--- src/rtl/core/scvs_pkg.sv ---
// package for the supply compensated voltage sampler
// holds field widths, arithmetic constants, the sequencer state type and divider structs
// no dependencies
`timescale 1ns / 1ps

package scvs_pkg;

  localparam int unsigned KIND_W   = 1;
  localparam int unsigned ADC_W    = 10;
  localparam int unsigned MV_W     = 16;
  localparam int unsigned WAIT_W   = 16;
  localparam int unsigned CFG_IDX_W = 8;
  localparam int unsigned RAW_W    = 13;
  localparam int unsigned SUPPLY_W = 21;
  localparam int unsigned SCALED_W = 18;
  localparam int unsigned DATA_W   = 32;
  localparam int unsigned DEN_W    = 10;
  localparam int unsigned ITER_W   = 6;

  localparam logic [WAIT_W-1:0] SHORT_WAIT_RST = 16'd16;
  localparam logic [WAIT_W-1:0] LONG_WAIT_RST  = 16'd625;

  localparam logic [CFG_IDX_W-1:0] REG_SHORT_WAIT = 8'd0;
  localparam logic [CFG_IDX_W-1:0] REG_LONG_WAIT  = 8'd1;

  localparam logic [KIND_W-1:0] KIND_TICK = 1'b0;
  localparam logic [KIND_W-1:0] KIND_CONV = 1'b1;
  localparam logic              RES_REQUEST = 1'b0;
  localparam logic              RES_VOLTAGE = 1'b1;
  localparam logic              CH_BATTERY  = 1'b0;

  localparam logic [RAW_W-1:0]    NOMINAL_MV   = 13'd5000;
  localparam logic [SUPPLY_W-1:0] REF_NUMER    = 21'd1126400;
  localparam logic [DEN_W-1:0]    FULL_SCALE   = 10'd1023;
  localparam logic [DEN_W-1:0]    SUPPLY_DIV   = 10'd5;
  localparam logic [DEN_W-1:0]    MV_PER_V     = 10'd1000;

  // dividend bits per division, quotient fills the low bits
  localparam logic [ITER_W-1:0] ITERS_RAW = 6'd23;
  localparam logic [ITER_W-1:0] ITERS_SUP = 6'd21;
  localparam logic [ITER_W-1:0] ITERS_SCL = 6'd21;
  localparam logic [ITER_W-1:0] ITERS_VLT = 6'd31;

  typedef enum logic [7:0] {
    ST_IDLE    = 8'b0000_0001,
    ST_MUL_RAW = 8'b0000_0010,
    ST_DIV_RAW = 8'b0000_0100,
    ST_DIV_SUP = 8'b0000_1000,
    ST_DIV_SCL = 8'b0001_0000,
    ST_MUL_VLT = 8'b0010_0000,
    ST_DIV_VLT = 8'b0100_0000,
    ST_EMIT    = 8'b1000_0000
  } scvs_state_e;

  typedef struct packed {
    logic              start;
    logic [ITER_W-1:0] iters;
    logic [DATA_W-1:0] dividend;
    logic [DEN_W-1:0]  divisor;
  } scvs_div_req_t;

  typedef struct packed {
    logic              done;
    logic [DATA_W-1:0] quotient;
  } scvs_div_rsp_t;

endpackage

--- src/rtl/core/scvs_if.sv ---
// handshake interfaces for the input, result and configuration channels
// depends on scvs_pkg
`timescale 1ns / 1ps

interface scvs_in_if;
  logic                          valid;
  logic                          ready;
  logic [scvs_pkg::KIND_W-1:0]   kind;
  logic [scvs_pkg::ADC_W-1:0]    adc_value;

  modport source (output valid, output kind, output adc_value, input ready);
  modport sink   (input valid, input kind, input adc_value, output ready);
endinterface

interface scvs_out_if;
  logic                        valid;
  logic                        ready;
  logic                        result_kind;
  logic                        channel;
  logic [scvs_pkg::MV_W-1:0]   voltage_mv;
  logic [scvs_pkg::MV_W-1:0]   supply_mv;
  logic                        divide_error;

  modport source (output valid, output result_kind, output channel, output voltage_mv,
                  output supply_mv, output divide_error, input ready);
  modport sink   (input valid, input result_kind, input channel, input voltage_mv,
                  input supply_mv, input divide_error, output ready);
endinterface

interface scvs_cfg_if;
  logic                             valid;
  logic                             ready;
  logic [scvs_pkg::CFG_IDX_W-1:0]   index;
  logic [scvs_pkg::WAIT_W-1:0]      data;

  modport source (output valid, output index, output data, input ready);
  modport sink   (input valid, input index, input data, output ready);
endinterface

--- src/rtl/core/scvs_serial_div.sv ---
// restoring divider, one quotient bit per cycle
// depends on scvs_pkg
`timescale 1ns / 1ps

module scvs_serial_div (
  input  logic                    clk_i,
  input  logic                    rst_ni,
  input  scvs_pkg::scvs_div_req_t req_i,
  output scvs_pkg::scvs_div_rsp_t rsp_o
);

  logic [scvs_pkg::DATA_W-1:0] dvd_q, dvd_d;
  logic [scvs_pkg::DEN_W-1:0]  rem_q, rem_d;
  logic [scvs_pkg::DEN_W-1:0]  den_q;
  logic [scvs_pkg::ITER_W-1:0] cnt_q;
  logic                        busy_q, done_q;
  logic [scvs_pkg::DEN_W+1:0]  trial;
  logic                        qbit;

  // dividend shifts out at the top while quotient bits shift in at the bottom
  always_comb begin
    trial = {1'b0, rem_q, dvd_q[scvs_pkg::DATA_W-1]} - {2'b00, den_q};
    qbit  = ~trial[scvs_pkg::DEN_W+1];
    rem_d = qbit ? trial[scvs_pkg::DEN_W-1:0]
                 : {rem_q[scvs_pkg::DEN_W-2:0], dvd_q[scvs_pkg::DATA_W-1]};
    dvd_d = {dvd_q[scvs_pkg::DATA_W-2:0], qbit};
  end

  always_ff @(posedge clk_i or negedge rst_ni) begin
    if (!rst_ni) begin
      busy_q <= 1'b0;
      done_q <= 1'b0;
      cnt_q  <= '0;
    end else begin
      done_q <= 1'b0;
      if (req_i.start) begin
        busy_q <= 1'b1;
        cnt_q  <= req_i.iters;
      end else if (busy_q) begin
        cnt_q <= cnt_q - 1'b1;
        if (cnt_q == scvs_pkg::ITER_W'(1)) begin
          busy_q <= 1'b0;
          done_q <= 1'b1;
        end
      end
    end
  end

  always_ff @(posedge clk_i) begin
    if (req_i.start) begin
      dvd_q <= req_i.dividend;
      rem_q <= '0;
      den_q <= req_i.divisor;
    end else if (busy_q) begin
      dvd_q <= dvd_d;
      rem_q <= rem_d;
    end
  end

  assign rsp_o.done     = done_q;
  assign rsp_o.quotient = dvd_q;

endmodule

--- src/rtl/core/supply_compensated_voltage_sampler.sv ---
// top level of the supply compensated voltage sampler: tick counter, sequencer,
// shift-add multiplier and output register
// depends on scvs_pkg, scvs_if (interfaces) and scvs_serial_div
`timescale 1ns / 1ps

// usage
//   in_i carries one beat per event: kind 0 is a timer tick, kind 1 a finished
//   conversion with adc_value. out_o carries start-conversion requests
//   (result_kind 0, channel to convert) and corrected voltages (result_kind 1).
//   cfg_i writes short_wait_ticks (index 0) and long_wait_ticks (index 1);
//   other indexes are dropped. cfg_i is always ready; write only while idle.
// sequence
//   a tick is counted while idle; a tick that reaches the wait passes through EMIT
//   to hand a request to the output register. a battery conversion runs the shift-add
//   multiply by 5000, then the 23-bit serial divide by 1023.
//   a reference conversion runs through the one shared divider: two divides of 21
//   quotient bits, a shift-add multiply by the raw value, a divide of 31 quotient
//   bits, then the result is emitted.
//   in_i is ready only while the sequencer is idle.
// reset
//   waits return to 16 and 625, tick count and phase clear, battery phase first.
// back-pressure
//   one output register; a new beat is still taken while a result waits there,
//   and a second result holds the sequencer until out_o drains.

module supply_compensated_voltage_sampler (
  input  logic       clk_i,
  input  logic       rst_ni,
  scvs_in_if.sink    in_i,
  scvs_out_if.source out_o,
  scvs_cfg_if.sink   cfg_i
);

  // configuration and event state
  logic [scvs_pkg::WAIT_W-1:0]   short_wait_q, long_wait_q;
  logic [scvs_pkg::WAIT_W-1:0]   tick_cnt_q, wait_lim_q;
  logic [scvs_pkg::WAIT_W-1:0]   tick_next;
  logic                          ref_phase_q;
  logic [scvs_pkg::RAW_W-1:0]    raw_mv_q;
  scvs_pkg::scvs_state_e         state_q;

  // datapath
  logic [scvs_pkg::ADC_W-1:0]    adc_q;
  logic [scvs_pkg::SUPPLY_W-1:0] supply_q;
  logic [scvs_pkg::DATA_W-1:0]   acc_q, mcand_q;
  logic [scvs_pkg::RAW_W-1:0]    mplier_q;
  logic                          div_start_q;

  // pending result and output register
  logic                          res_kind_q, res_chan_q, res_err_q;
  logic [scvs_pkg::MV_W-1:0]     res_volt_q, res_sup_q;
  logic                          out_valid_q, out_kind_q, out_chan_q, out_err_q;
  logic [scvs_pkg::MV_W-1:0]     out_volt_q, out_sup_q;

  logic                          in_beat, out_load, mul_done;
  logic [scvs_pkg::SUPPLY_W-1:0] quo21;

  scvs_pkg::scvs_div_req_t       div_req;
  scvs_pkg::scvs_div_rsp_t       div_rsp;

  assign in_i.ready  = (state_q == scvs_pkg::ST_IDLE);
  assign in_beat     = in_i.valid & in_i.ready;
  assign cfg_i.ready = 1'b1;
  assign tick_next   = tick_cnt_q + 1'b1;
  assign mul_done    = (mplier_q == '0);
  assign out_load    = (state_q == scvs_pkg::ST_EMIT) & (~out_valid_q | out_o.ready);
  assign quo21       = div_rsp.quotient[scvs_pkg::SUPPLY_W-1:0];

  // operands for the shared divider, chosen by the step in progress;
  // dividends are left-aligned so the quotient ends in the low bits
  always_comb begin
    div_req.start    = div_start_q;
    div_req.iters    = scvs_pkg::ITERS_RAW;
    div_req.dividend = {acc_q[22:0], 9'd0};
    div_req.divisor  = scvs_pkg::FULL_SCALE;
    unique case (state_q)
      scvs_pkg::ST_DIV_SUP: begin
        div_req.iters    = scvs_pkg::ITERS_SUP;
        div_req.dividend = {scvs_pkg::REF_NUMER, 11'd0};
        div_req.divisor  = adc_q;
      end
      scvs_pkg::ST_DIV_SCL: begin
        div_req.iters    = scvs_pkg::ITERS_SCL;
        div_req.dividend = {supply_q, 11'd0};
        div_req.divisor  = scvs_pkg::SUPPLY_DIV;
      end
      scvs_pkg::ST_DIV_VLT: begin
        div_req.iters    = scvs_pkg::ITERS_VLT;
        div_req.dividend = {acc_q[30:0], 1'b0};
        div_req.divisor  = scvs_pkg::MV_PER_V;
      end
      default: begin
      end
    endcase
  end

  scvs_serial_div u_div (
    .clk_i  (clk_i),
    .rst_ni (rst_ni),
    .req_i  (div_req),
    .rsp_o  (div_rsp)
  );

  // configuration registers
  always_ff @(posedge clk_i or negedge rst_ni) begin
    if (!rst_ni) begin
      short_wait_q <= scvs_pkg::SHORT_WAIT_RST;
      long_wait_q  <= scvs_pkg::LONG_WAIT_RST;
    end else if (cfg_i.valid) begin
      unique case (cfg_i.index)
        scvs_pkg::REG_SHORT_WAIT: short_wait_q <= cfg_i.data;
        scvs_pkg::REG_LONG_WAIT:  long_wait_q  <= cfg_i.data;
        default: begin
        end
      endcase
    end
  end

  // sequencer and control state
  always_ff @(posedge clk_i or negedge rst_ni) begin
    if (!rst_ni) begin
      state_q     <= scvs_pkg::ST_IDLE;
      tick_cnt_q  <= '0;
      wait_lim_q  <= scvs_pkg::SHORT_WAIT_RST;
      ref_phase_q <= 1'b0;
      raw_mv_q    <= '0;
      div_start_q <= 1'b0;
    end else begin
      div_start_q <= 1'b0;
      unique case (state_q)
        scvs_pkg::ST_IDLE: begin
          if (in_beat) begin
            if (in_i.kind == scvs_pkg::KIND_TICK) begin
              // count wraps at 16 bits, so a zero wait matches after a full lap
              if (tick_next == wait_lim_q) begin
                tick_cnt_q <= '0;
                state_q    <= scvs_pkg::ST_EMIT;
              end else begin
                tick_cnt_q <= tick_next;
              end
            end else if (!ref_phase_q) begin
              state_q <= scvs_pkg::ST_MUL_RAW;
            end else begin
              // reference reading ends the cycle: back to battery, long wait
              wait_lim_q  <= long_wait_q;
              ref_phase_q <= 1'b0;
              if (in_i.adc_value == '0) begin
                state_q <= scvs_pkg::ST_EMIT;
              end else begin
                state_q     <= scvs_pkg::ST_DIV_SUP;
                div_start_q <= 1'b1;
              end
            end
          end
        end
        scvs_pkg::ST_MUL_RAW: begin
          if (mul_done) begin
            state_q     <= scvs_pkg::ST_DIV_RAW;
            div_start_q <= 1'b1;
          end
        end
        scvs_pkg::ST_DIV_RAW: begin
          if (div_rsp.done) begin
            raw_mv_q    <= div_rsp.quotient[scvs_pkg::RAW_W-1:0];
            wait_lim_q  <= short_wait_q;
            ref_phase_q <= 1'b1;
            state_q     <= scvs_pkg::ST_IDLE;
          end
        end
        scvs_pkg::ST_DIV_SUP: begin
          if (div_rsp.done) begin
            state_q     <= scvs_pkg::ST_DIV_SCL;
            div_start_q <= 1'b1;
          end
        end
        scvs_pkg::ST_DIV_SCL: begin
          if (div_rsp.done) begin
            state_q <= scvs_pkg::ST_MUL_VLT;
          end
        end
        scvs_pkg::ST_MUL_VLT: begin
          if (mul_done) begin
            state_q     <= scvs_pkg::ST_DIV_VLT;
            div_start_q <= 1'b1;
          end
        end
        scvs_pkg::ST_DIV_VLT: begin
          if (div_rsp.done) begin
            state_q <= scvs_pkg::ST_EMIT;
          end
        end
        scvs_pkg::ST_EMIT: begin
          if (out_load) begin
            state_q <= scvs_pkg::ST_IDLE;
          end
        end
        default: state_q <= scvs_pkg::ST_IDLE;
      endcase
    end
  end

  // datapath: shift-add multiplier, one multiplier bit per cycle,
  // and the pending result fields
  always_ff @(posedge clk_i) begin
    unique case (state_q)
      scvs_pkg::ST_IDLE: begin
        if (in_beat) begin
          adc_q    <= in_i.adc_value;
          acc_q    <= '0;
          mcand_q  <= {19'd0, scvs_pkg::NOMINAL_MV};
          mplier_q <= {3'd0, in_i.adc_value};
          // request fields; a zero reference reading overwrites them below
          res_kind_q <= scvs_pkg::RES_REQUEST;
          res_chan_q <= ref_phase_q;
          res_volt_q <= '0;
          res_sup_q  <= '0;
          res_err_q  <= 1'b0;
          if (in_i.kind == scvs_pkg::KIND_CONV && ref_phase_q && in_i.adc_value == '0) begin
            res_kind_q <= scvs_pkg::RES_VOLTAGE;
            res_chan_q <= scvs_pkg::CH_BATTERY;
            res_err_q  <= 1'b1;
          end
        end
      end
      scvs_pkg::ST_MUL_RAW, scvs_pkg::ST_MUL_VLT: begin
        if (!mul_done) begin
          if (mplier_q[0]) begin
            acc_q <= acc_q + mcand_q;
          end
          mcand_q  <= {mcand_q[scvs_pkg::DATA_W-2:0], 1'b0};
          mplier_q <= {1'b0, mplier_q[scvs_pkg::RAW_W-1:1]};
        end
      end
      scvs_pkg::ST_DIV_SUP: begin
        if (div_rsp.done) begin
          supply_q <= quo21;
        end
      end
      scvs_pkg::ST_DIV_SCL: begin
        if (div_rsp.done) begin
          acc_q    <= '0;
          mcand_q  <= {14'd0, div_rsp.quotient[scvs_pkg::SCALED_W-1:0]};
          mplier_q <= raw_mv_q;
        end
      end
      scvs_pkg::ST_DIV_VLT: begin
        if (div_rsp.done) begin
          res_kind_q <= scvs_pkg::RES_VOLTAGE;
          res_chan_q <= scvs_pkg::CH_BATTERY;
          res_err_q  <= 1'b0;
          // both fields saturate at 16 bits
          res_volt_q <= (|quo21[scvs_pkg::SUPPLY_W-1:scvs_pkg::MV_W])
                        ? '1 : quo21[scvs_pkg::MV_W-1:0];
          res_sup_q  <= (|supply_q[scvs_pkg::SUPPLY_W-1:scvs_pkg::MV_W])
                        ? '1 : supply_q[scvs_pkg::MV_W-1:0];
        end
      end
      default: begin
      end
    endcase
  end

  // output register
  always_ff @(posedge clk_i or negedge rst_ni) begin
    if (!rst_ni) begin
      out_valid_q <= 1'b0;
    end else if (out_load) begin
      out_valid_q <= 1'b1;
    end else if (out_o.ready) begin
      out_valid_q <= 1'b0;
    end
  end

  always_ff @(posedge clk_i) begin
    if (out_load) begin
      out_kind_q <= res_kind_q;
      out_chan_q <= res_chan_q;
      out_volt_q <= res_volt_q;
      out_sup_q  <= res_sup_q;
      out_err_q  <= res_err_q;
    end
  end

  assign out_o.valid        = out_valid_q;
  assign out_o.result_kind  = out_kind_q;
  assign out_o.channel      = out_chan_q;
  assign out_o.voltage_mv   = out_volt_q;
  assign out_o.supply_mv    = out_sup_q;
  assign out_o.divide_error = out_err_q;

endmodule

--- src/flat_wrapper.sv ---
// flat-port wrapper written by rule: the top's interface ports become plain ports
module supply_compensated_voltage_sampler_flat 
  (clk_i, rst_ni, in_i_valid, in_i_kind, in_i_adc_value, in_i_ready, out_o_valid, out_o_result_kind, out_o_channel, out_o_voltage_mv, out_o_supply_mv, out_o_divide_error, out_o_ready, cfg_i_valid, cfg_i_index, cfg_i_data, cfg_i_ready);
  scvs_in_if in_i_i ();
  scvs_out_if out_o_i ();
  scvs_cfg_if cfg_i_i ();
  input  logic clk_i;
  input  logic rst_ni;
  input wire logic [$bits(in_i_i.valid)-1:0] in_i_valid;
  input wire logic [$bits(in_i_i.kind)-1:0] in_i_kind;
  input wire logic [$bits(in_i_i.adc_value)-1:0] in_i_adc_value;
  output wire logic [$bits(in_i_i.ready)-1:0] in_i_ready;
  output wire logic [$bits(out_o_i.valid)-1:0] out_o_valid;
  output wire logic [$bits(out_o_i.result_kind)-1:0] out_o_result_kind;
  output wire logic [$bits(out_o_i.channel)-1:0] out_o_channel;
  output wire logic [$bits(out_o_i.voltage_mv)-1:0] out_o_voltage_mv;
  output wire logic [$bits(out_o_i.supply_mv)-1:0] out_o_supply_mv;
  output wire logic [$bits(out_o_i.divide_error)-1:0] out_o_divide_error;
  input wire logic [$bits(out_o_i.ready)-1:0] out_o_ready;
  input wire logic [$bits(cfg_i_i.valid)-1:0] cfg_i_valid;
  input wire logic [$bits(cfg_i_i.index)-1:0] cfg_i_index;
  input wire logic [$bits(cfg_i_i.data)-1:0] cfg_i_data;
  output wire logic [$bits(cfg_i_i.ready)-1:0] cfg_i_ready;
  assign in_i_i.valid = in_i_valid;
  assign in_i_i.kind = in_i_kind;
  assign in_i_i.adc_value = in_i_adc_value;
  assign in_i_ready = in_i_i.ready;
  assign out_o_valid = out_o_i.valid;
  assign out_o_result_kind = out_o_i.result_kind;
  assign out_o_channel = out_o_i.channel;
  assign out_o_voltage_mv = out_o_i.voltage_mv;
  assign out_o_supply_mv = out_o_i.supply_mv;
  assign out_o_divide_error = out_o_i.divide_error;
  assign out_o_i.ready = out_o_ready;
  assign cfg_i_i.valid = cfg_i_valid;
  assign cfg_i_i.index = cfg_i_index;
  assign cfg_i_i.data = cfg_i_data;
  assign cfg_i_ready = cfg_i_i.ready;
  supply_compensated_voltage_sampler u_core (.clk_i(clk_i), .rst_ni(rst_ni), .in_i(in_i_i), .out_o(out_o_i), .cfg_i(cfg_i_i));
endmodule
--- config.mk ---
export PLATFORM = sky130hd
export DESIGN_NAME = supply_compensated_voltage_sampler_flat
export DESIGN_NICKNAME = d
export VERILOG_FILES = /design/src/rtl/core/scvs_pkg.sv /design/src/rtl/core/scvs_if.sv /design/src/rtl/core/scvs_serial_div.sv /design/src/rtl/core/supply_compensated_voltage_sampler.sv /design/src/flat_wrapper.sv
export SDC_FILE = /design/constraint.sdc
export NUM_CORES = 1
export LEC_CHECK = 0
export BUFFER_PORTS_ARGS = -buffer_cell sky130_fd_sc_hd__clkbuf_2
export CAP_MARGIN = 20
export CORE_MARGIN = 10
export CORE_UTILIZATION = 30
export DETAILED_ROUTE_END_ITERATION = 8
export HOLD_SLACK_MARGIN = 0.12
export SKIP_CTS_REPAIR_TIMING = 1
export SYNTH_ARGS = -nofsm -noshare
export SYNTH_HDL_FRONTEND = slang
export SYNTH_SLANG_ARGS = --single-unit
--- constraint.sdc ---
create_clock -name clk_i -period 9.5 [get_ports clk_i]
set_clock_uncertainty 0.1 [all_clocks]
set_input_delay 1.425 -clock clk_i [delete_from_list [all_inputs] [get_ports clk_i]]
set_output_delay 1.425 -clock clk_i [all_outputs]
set_load 0.1 [all_outputs]
==> results.cfg <==
[run_status]
status = finished clean

[sta]
drv_slew = 0
slew_headroom = 0.307
fin_setup_tns_ps = 0
period_share = 0.454
timing.final.ws_setup_ps = 5190
rsz0062_at_grt = no
fmax_mhz = 232
period_minus_slack_ps = 4310
setup_viol = 0
worst_slew_pin_slew_ps = 1040
finalHoldViolCount = 0

[placed_design]
dpl_worst_slack_ps = 5130
globalplace.congestion = 0.864
dpl.hpwl_mm = 24.4
placed_cells = 2012
portBuffers = 76

[global_routing]
grt_max_degree = 95
grt_pass1_vias = 10000
grt_pass1_wl_mm = 55.5
track_usage = 0.114
overflow = 0
antenna_found_initial = 0

[clock_network]
cts.sinks = 324
clockBufferDepth = 3
clockRootBuffer = clkbuf_16
cts_tree = done
clk_pin_slew_worst_paths_ps = 60
cts.htree.levels = 2
cts_buffers = 37
insertion_delay_ps = 540

[floorplan]
die_y_um = 245
io_pins = 78
die-area_um2 = 60100
rows = 82
start_util = 0.303
die_w_um = 245
coreArea_um2 = 50200

[detailed_routing]
drtPass1Iterations = 5
vias = 10400
drt_iter0_markers = 767
routedWlPerCell_um = 17.0
via_per_inst = 5.01
postRouteAntennaNets = 0
totalWireLength_mm = 35.3
post-route-drc-count = 0

[critical_path]
max_stage_delay_ps = 540
r2r_setup_slack_ps = 5190
cp_max_fo = 54
critical_path.startpoint_type = register
path_class = reg -> reg
critical_path.most_common_cell = buf_4
worstPathCellList = nor4_1 > nand2_1 > nor3b_4 > buf_4 > nor2_1 > a211oi_4 > buf_4 > o21a_1 > buf_4
worstSetupEndpointType = register
crit_arrival_ps = 4400
required_ps = 9590
timing.critical_path.slowest_stage_cell = buf_4

[synth]
synth_compound_area_frac = 0.126
synth_xor_area_frac = 0.0311
synth_simple_gate_area_frac = 0.131
synth_area_per_cell_um2 = 11.6
synth_ff_type = edfxtp_1
ys_ff_latch = 324
synthAdderAreaFrac = 0.0380
synthesis.nets = 1392
synth.distinct_cells = 76
synth_top_area_cell = edfxtp_1
synth_area_um2 = 15200
yosysWarnings = 0
synthArstFlopShare = 0.296
yosysTopAreaCellShare = 0.430
synthCells = 1307
synth_area_leaders = edfxtp_1, dfrtp_1, nor2_1
synth_edf_count = 218
seq_area_frac_synth = 0.602
synth_top_family_by_area = simple AND/OR/NAND/NOR gates
synth_mux_area_frac = 0.0451

[finish]
area_delta_synth_final_pct = 15.2
instances_no_fill = 2080
drive_above_1_share = 0.152
fillers = 4939
nets = 1466
fin_util = 0.349
antenna_cells = 0

[hold_path]
hp-class = reg -> reg

[power]
pwr_density_cell_nw_per_um2 = 339
power_leakage_nw = 7.02
ir_worst_vdd_uv = 158
p_total_mw = 5.94

[flow_run]
maxCapViolations = 0
## flip-flops by register name, indices dropped and copies added (netlist names), 13 cells and up
register                 cells
u_core.res_volt_q           16
u_core.short_wait_q         16
u_core.res_sup_q            16
u_core.tick_cnt_q           16
u_core.out_o.voltage_mv     16
u_core.mplier_q             13
u_core.acc_q                31
u_core.mcand_q              31
u_core.long_wait_q          16
u_core.out_o.supply_mv      16
u_core.raw_mv_q             13
u_core.u_div.dvd_q          32
u_core.wait_lim_q           16
u_core.supply_q             21
## stage by stage
stage | hold slack [ps] | instance area, µm²
2_1_floorplan | 300 | 15200
3_3_place_gp | 306 | 16300
3_5_place_dp | 305 | 16300
4_1_cts | 319 | 17500
5_1_grt | 325 | 17500
6_report | 318 | 17500
## cell usage after synthesis, types with 5 or more instances
| cell type | instances |
|---|---|
| a21o_1 | 17 |
| nand2_1 | 107 |
| o22ai_1 | 9 |
| nor4_1 | 8 |
| nor2b_1 | 10 |
| nand3_1 | 24 |
| dfrtp_1 | 88 |
| a222oi_1 | 6 |
| nand2b_1 | 8 |
| a22oi_1 | 28 |
| and2_1 | 21 |
| nor3b_1 | 8 |
| inv_1 | 45 |
| buf_2 | 5 |
| a31oi_1 | 30 |
| o21ai_0 | 55 |
| o31ai_1 | 7 |
| a211oi_1 | 11 |
| o221ai_1 | 5 |
| nor3_1 | 28 |
| nor2_1 | 171 |
| mux2_2 | 37 |
| o21ai_1 | 6 |
| ha_1 | 43 |
| a22o_1 | 10 |
| dfstp_2 | 8 |
| and3_1 | 9 |
| xnor2_1 | 28 |
| nand4_1 | 10 |
| o211ai_1 | 6 |
| a21oi_1 | 58 |
| o21a_1 | 11 |
| mux2i_1 | 27 |
| clkbuf_1 | 43 |
| edfxtp_1 | 218 |
| xor2_1 | 26 |
| dfxtp_1 | 10 |
## metal layers
layer  up-vias  GRT usage  routed length (µm)
met5         -          0                   0
met1      5145      0.151               15600
li1       4969          -                   -
met4         0     0.0409                 759
met2       268      0.184               16800
met3        38     0.0220                2200
## placed cells by master (no fill, tap or decap), drive strengths merged, types with 6 or more instances in the layout
cell and count:
nor2b 10, o31ai 8, a211oi 11, xnor2 28, o21ai 63, clkbuf 129, nor3 28, dfxtp 10
buf 16, nor4 8, dfrtp 88, nand2 107, inv 45, nand2b 9, nor3b 10, and3 9
edfxtp 218, a222oi 6, nand3 25, dfstp 8, ha 43, a21oi 58, o21a 11, o211ai 6
nand4 10, o22ai 9, mux2i 27, and2 21, a21o 17, clkinv 11, a31oi 30, xor2 26
a22o 10, nor2 172, a22oi 28, mux2 37
## cells by family (layout without fill, tap and decap cells)
group	count (synthesis)	after routing
multiplexers	64	64
AO/OA/AOI/OAI	289	289
other	1	1
XOR/XNOR	54	54
adder cells (fa/ha/maj)	45	45
flip-flops	324	324
AND/OR/NAND/NOR	428	428
buffers and inverters	102	203
## critical path: cells and delay by family, from the launching register on
kind	cells	cell delay [ps]
AOI/OAI and AO/OA	2	810
DFF	1	400
buffers and inverters	3	1470
and+or+nand+nor	4	1180
## worst paths after layout
path | startpoint | endpoint | cells after the start
worst min-delay path | u_core.res_sup_q[8]$_SDFFCE_PP0P_ | u_core.out_o.supply_mv[8]$_DFFE_PP_ | 0
max in group asynchronous | rst_ni | u_core.wait_lim_q[1]$_DFFE_PN0P_ | 2
worst min register to register | u_core.res_sup_q[8]$_SDFFCE_PP0P_ | u_core.out_o.supply_mv[8]$_DFFE_PP_ | 0
min in group asynchronous | rst_ni | u_core.raw_mv_q[2]$_DFFE_PN0P_ | 1
worst max register to register | u_core.state_q[1]$_DFFE_PN0P_ | u_core.acc_q[29]$_SDFFCE_PP0P_ | 9
worst max-delay path | u_core.state_q[1]$_DFFE_PN0P_ | u_core.acc_q[29]$_SDFFCE_PP0P_ | 9
## where the power goes
part	internal [mW]	switching, mW	total (mW)
logic	0.706	1.31	2.01
clock network	0.784	0.570	1.35
registers	2.19	0.379	2.57
total	3.68	2.26	5.94
## final cells by class
class	instances	area, µm²	share of cell area
sequential	324	9160	0.522
multi-input combinational	881	5690	0.324
clock buffer	53	1070	0.0609
tap	672	841	0.0480
timing repair buffer	92	523	0.0298
inverter	45	169	0.00963
clock inverter	13	83.8	0.00478
(Power assumes the default switching activity.)
